**src/tsit_pkg.sv**
```systemverilog
// ---------------------------------------------------------------------------
// tsit_pkg
// Shared types and constants for the table search / interpolation block.
// ---------------------------------------------------------------------------
package tsit_pkg;

    localparam int TABLE_DEPTH = 256;
    localparam int VALUE_WIDTH = 24;
    localparam int ADDR_WIDTH  = $clog2(TABLE_DEPTH);
    localparam int CNT_WIDTH   = $clog2(TABLE_DEPTH + 1);
    localparam int FRAC_BITS   = 8;
    localparam int TEMP_WIDTH  = 17;
    localparam int OFFS_WIDTH  = 8;

    typedef logic [VALUE_WIDTH-1:0] value_t;
    typedef logic [ADDR_WIDTH-1:0]  addr_t;
    typedef logic [CNT_WIDTH-1:0]   cnt_t;
    typedef logic [FRAC_BITS-1:0]   quot_t;

    // configuration register indexes
    localparam logic [1:0] CFG_MIN_VALID = 2'd0;
    localparam logic [1:0] CFG_MAX_VALID = 2'd1;
    localparam logic [1:0] CFG_ENTRIES   = 2'd2;
    localparam logic [1:0] CFG_OFFSET    = 2'd3;

    // request kinds
    localparam logic REQ_LOAD    = 1'b0;
    localparam logic REQ_CONVERT = 1'b1;

    localparam value_t                MIN_VALID_RST = '0;
    localparam value_t                MAX_VALID_RST = '1;
    localparam cnt_t                  ENTRIES_RST   = CNT_WIDTH'(TABLE_DEPTH);
    localparam logic [OFFS_WIDTH-1:0] OFFSET_RST    = OFFS_WIDTH'(59);

endpackage

```
**src/tsit_div.sv**
```systemverilog
// ---------------------------------------------------------------------------
// tsit_div
// Restoring serial divider: quot = floor(numer * 2^FRAC_BITS / denom),
// one quotient bit per cycle. Requires numer < denom.
// ---------------------------------------------------------------------------
module tsit_div
(
    input  logic             clk,
    input  logic             rst_n,
    input  logic             start,
    input  tsit_pkg::value_t numer,
    input  tsit_pkg::value_t denom,
    output logic             done,
    output tsit_pkg::quot_t  quot
);

    localparam int STEP_W = $clog2(tsit_pkg::FRAC_BITS + 1);

    tsit_pkg::value_t                  rem_reg;
    tsit_pkg::value_t                  denom_reg;
    tsit_pkg::quot_t                   quot_reg;
    logic [STEP_W-1:0]                 step_reg;
    logic                              busy_reg;
    logic                              done_reg;
    logic [tsit_pkg::VALUE_WIDTH:0]    rem_shift;
    logic                              fits;

    assign rem_shift = {rem_reg, 1'b0};
    assign fits      = rem_shift >= {1'b0, denom_reg};

    always_ff @(posedge clk or negedge rst_n)
    begin
        if (!rst_n)
        begin
            busy_reg <= 1'b0;
            done_reg <= 1'b0;
            step_reg <= '0;
        end
        else
        begin
            done_reg <= 1'b0;
            if (start)
            begin
                busy_reg <= 1'b1;
                step_reg <= '0;
            end
            else if (busy_reg)
            begin
                step_reg <= step_reg + STEP_W'(1);
                if (step_reg == STEP_W'(tsit_pkg::FRAC_BITS - 1))
                begin
                    busy_reg <= 1'b0;
                    done_reg <= 1'b1;
                end
            end
        end
    end

    always_ff @(posedge clk)
    begin
        if (start)
        begin
            rem_reg   <= numer;
            denom_reg <= denom;
            quot_reg  <= '0;
        end
        else if (busy_reg)
        begin
            // remainder stays below denom, so the low bits hold it exactly
            if (fits)
                rem_reg <= tsit_pkg::VALUE_WIDTH'(rem_shift - {1'b0, denom_reg});
            else
                rem_reg <= rem_shift[tsit_pkg::VALUE_WIDTH-1:0];
            quot_reg <= {quot_reg[tsit_pkg::FRAC_BITS-2:0], fits};
        end
    end

    assign done = done_reg;
    assign quot = quot_reg;

`ifndef ASSERT_OFF
    a_start_idle: assert property (@(posedge clk) disable iff (!rst_n)
        start |-> !busy_reg)
        else $error("divider restarted while busy");
    a_done_after_busy: assert property (@(posedge clk) disable iff (!rst_n)
        done_reg |-> $past(busy_reg))
        else $error("divider done without a running divide");
`endif

endmodule

```
**config.mk**
```make
export PLATFORM = sky130hd
export DESIGN_NAME = tsit_div
export DESIGN_NICKNAME = d
export VERILOG_FILES = /design/src/tsit_pkg.sv /design/src/tsit_div.sv
export SDC_FILE = /design/constraint.sdc
export NUM_CORES = 1
export LEC_CHECK = 0
export BUFFER_PORTS_ARGS = -buffer_cell sky130_fd_sc_hd__buf_2
export CAP_MARGIN = 20
export CORE_MARGIN = 1
export CORE_UTILIZATION = 30
export DETAILED_ROUTE_END_ITERATION = 8
export GPL_TIMING_DRIVEN = 0
export MAX_ROUTING_LAYER = met4
export PLACE_DENSITY = 0.57
export SKIP_CTS_REPAIR_TIMING = 1
export SLEW_MARGIN = 20
export SYNTH_ARGS = -nofsm -noshare
export SYNTH_HDL_FRONTEND = slang
export SYNTH_SLANG_ARGS = --single-unit
```
**constraint.sdc**
```tcl
create_clock -name clk -period 4.7 [get_ports clk]
set_input_delay 0.94 -clock clk [delete_from_list [all_inputs] [get_ports clk]]
set_output_delay 0.94 -clock clk [all_outputs]
set_load 0.01 [all_outputs]
```
==> results.yml <==
outcome:
  status: "finished clean"
routing:
  dr.max_layer_used: "met4"
  wl_met3_um: 446
  firstDrtPassIters: 5
  vias: 2910
  drt-initial-drc-count: 104
  met1_length_um: 4000
  routedWlPerCell_um: 14.2
  vias_per_cell: 4.75
  drcViolationCount: 0
  drt-total-wl_um: 8700
  ant_nets: 0
  met2WireLength_um: 4120
sta:
  fmax_mhz: 332
  skew_ps: 8.10
  layout_min_cycle_time_ps: 3010
  worstMarginPinSlew_ps: 653
  setup_tns_ps: 0
  rsz0062_at_grt: "false"
  slew_violations: 0
  setup_slack_ps: 1690
  post-route-period-util_pct: 64.0
  max-slew-margin-rel_pct: 56.4
  hold_violations: 0
  setup_viol: 0
setup_path:
  crit_fanout: 4
  r2r_cells: 10
  crit_arrival_ps: 3200
  reg2reg_slack_ps: 1690
  r2r_start: "rem_reg[2]"
  r2r_end: "rem_reg[22]"
  required_ps: 4890
  start_kind: "flop"
  crit_path_end_kind: "flop"
  crit_type: "reg -> reg"
power_and_ir_drop:
  irDropWorstVdd_uv: 249
  power_density_nw_per_um2: 610
  power_frac_clock_pct: 23.8
  switching_share_pct: 38.1
  p_sw_mw: 1.07
  internal-power_mw: 1.74
  power_frac_seq_pct: 29.6
  leakage_nw: 2.08
  power.total_mw: 2.81
  comb_power_share_pct: 46.6
synth:
  yosysUniqueCellTypes: 51
  ys_warn_count: 0
  ys_seq_area_share_pct: 46.2
  synthArstFlopShare_pct: 9.68
  syn-cell-area_um2: 3790
  netlist_instances: 370
  synth_ff_type: "edfxtp_1"
  avgSynthCellArea_um2: 10.2
  synth_seq_cells: 62
  synth_edf_count: 48
  synth_nets: 447
clock_tree:
  cts_tree: "done"
  htreeDepth: 3
  clkSinkCount: 62
  clock_latency_ps: 340
  clockBufferDepth: 2
  clkTransAtPathRegs_ps: 60
  cts_inserted_buffers: 9
  root_buffer: "clkbuf_16"
finish:
  drive_above_1_share_pct: 20.7
  finalNetCount: 517
  syn_to_final_growth_pct: 21.3
  final_cell_mix: "buf_2 (59), a21oi_1 (49), edfxtp_1 (48)"
  fin_cells: 613
  mostFrequentLayoutCell: "buf_2"
  num_antenna_cells: 0
job:
  maxCapViolations: 0
worst_hold_path:
  hold_class: "in -> async"
place:
  io_buffers: 59
  dp_hpwl_um: 6380
  gp_congestion: 0.808
  pre_cts_slack_ps: 1370
  post-place-cells: 597
grt:
  grt_pass1_wl_um: 14400
  grt_pass1_vias: 3032
  grt_antenna_before_repair: 0
  grt_overflow_total: 0
  grt.total_usage_pct: 15.0
  grt_max_degree: 26
floorplan:
  die_w_um: 114
  fp-row-count: 40
  start_util_pct: 31.2
  ioPinCount: 60
  die_area_um2: 13100
  die_h_um: 114
  coreArea_um2: 12200
-- routing by layer --
metal,GRT usage (%),vias up
met3,4.34,10
met5,-,-
met2,24.4,66
met4,6.23,0
met1,17.3,1364
li1,-,1470
-- stage by stage --
stage                     area (um^2)  util, %  hold slack, ps
after floorplan                  3790        -             496
after global placement           4300     35.3             478
after detailed placement         4300     35.3             477
after CTS                        4600     37.8             403
after global routing             4600     37.8             405
final                            4600     37.8             407
-- power by group through the flow --
stage          Combinational, mW  Clock (mW)  Sequential (mW)
2_1_floorplan               1.04           0            0.819
3_3_place_gp                1.28           0            0.836
3_5_place_dp                1.30           0            0.841
4_1_cts                     1.31       0.683            0.832
5_1_grt                     1.46       0.705            0.847
6_report                    1.31       0.667            0.831
-- how the worst max path moves through the flow --
stage                      start          end  depth (start not counted)
floorplan             rem_reg[9]  rem_reg[12]                         10
global placement           start   rem_reg[3]                          4
detailed placement         start   rem_reg[6]                          4
CTS                   rem_reg[2]  rem_reg[22]                         10
global route        denom_reg[1]  rem_reg[10]                         12
finish                rem_reg[2]  rem_reg[22]                         10
-- layout make-up --
type | instances | area (um^2)
clock inverters | 6 | 51.3
inverters | 27 | 101
clock buffers | 10 | 250
multi-input cells | 268 | 1870
repair buffers | 59 | 295
well taps | 168 | 210
fillers | 1250 | 7560
plain buffers | 13 | 63.8
flip-flops and latches | 62 | 1750
-- synthesized netlist by cell type (2+ instances only) --
| cell type | instances | area, um^2 |
|---|---|---|
| dfrtp_1 | 6 | 150 |
| nor2b_1 | 25 | 156 |
| mux2i_1 | 13 | 130 |
| and3_1 | 4 | 25.0 |
| nand2_1 | 27 | 101 |
| nand2b_1 | 5 | 31.3 |
| a21oi_1 | 49 | 245 |
| clkbuf_1 | 10 | 37.5 |
| dfxtp_1 | 8 | 160 |
| buf_4 | 2 | 15.0 |
| o21a_1 | 5 | 37.5 |
| nand4_1 | 4 | 25.0 |
| xnor2_1 | 11 | 96.3 |
| nor3_1 | 5 | 25.0 |
| ha_1 | 25 | 313 |
| o31ai_1 | 4 | 30.0 |
| a21oi_2 | 2 | 17.5 |
| edfxtp_1 | 48 | 1440 |
| nor2_1 | 24 | 90.1 |
| a31oi_1 | 3 | 18.8 |
| o21ai_0 | 10 | 50.1 |
| a211oi_2 | 2 | 25.0 |
| inv_1 | 27 | 101 |
| xor2_1 | 7 | 61.3 |
| a21o_1 | 15 | 113 |
| nand3_1 | 4 | 20.0 |
-- kinds of logic (layout without fill, tap and decap cells) --
| group | after synthesis | in the layout | share of synthesized area [%] |
|---|---|---|---|
| xor gates and xnor gates | 18 | 18 | 4.16 |
| buffers and inverters | 40 | 115 | 4.36 |
| AOI/OAI and AO/OA | 103 | 103 | 18.4 |
| adders and majority gates | 26 | 26 | 8.78 |
| muxes | 14 | 14 | 3.73 |
| DFF | 62 | 62 | 46.2 |
| and+or+nand+nor | 107 | 107 | 14.4 |
-- worst max-delay path: stages (launching register included) --
cell and delay (ps):
edfxtp_1 390, ha_1 380, o21ai_2 180, a21oi_2 70
o311a_4 330, o41ai_4 430, o31ai_1 190, o41ai_2 410
mux2i_1 250, nand3_1 100, a21oi_1 140
Power figures use the tool's default switching activity.
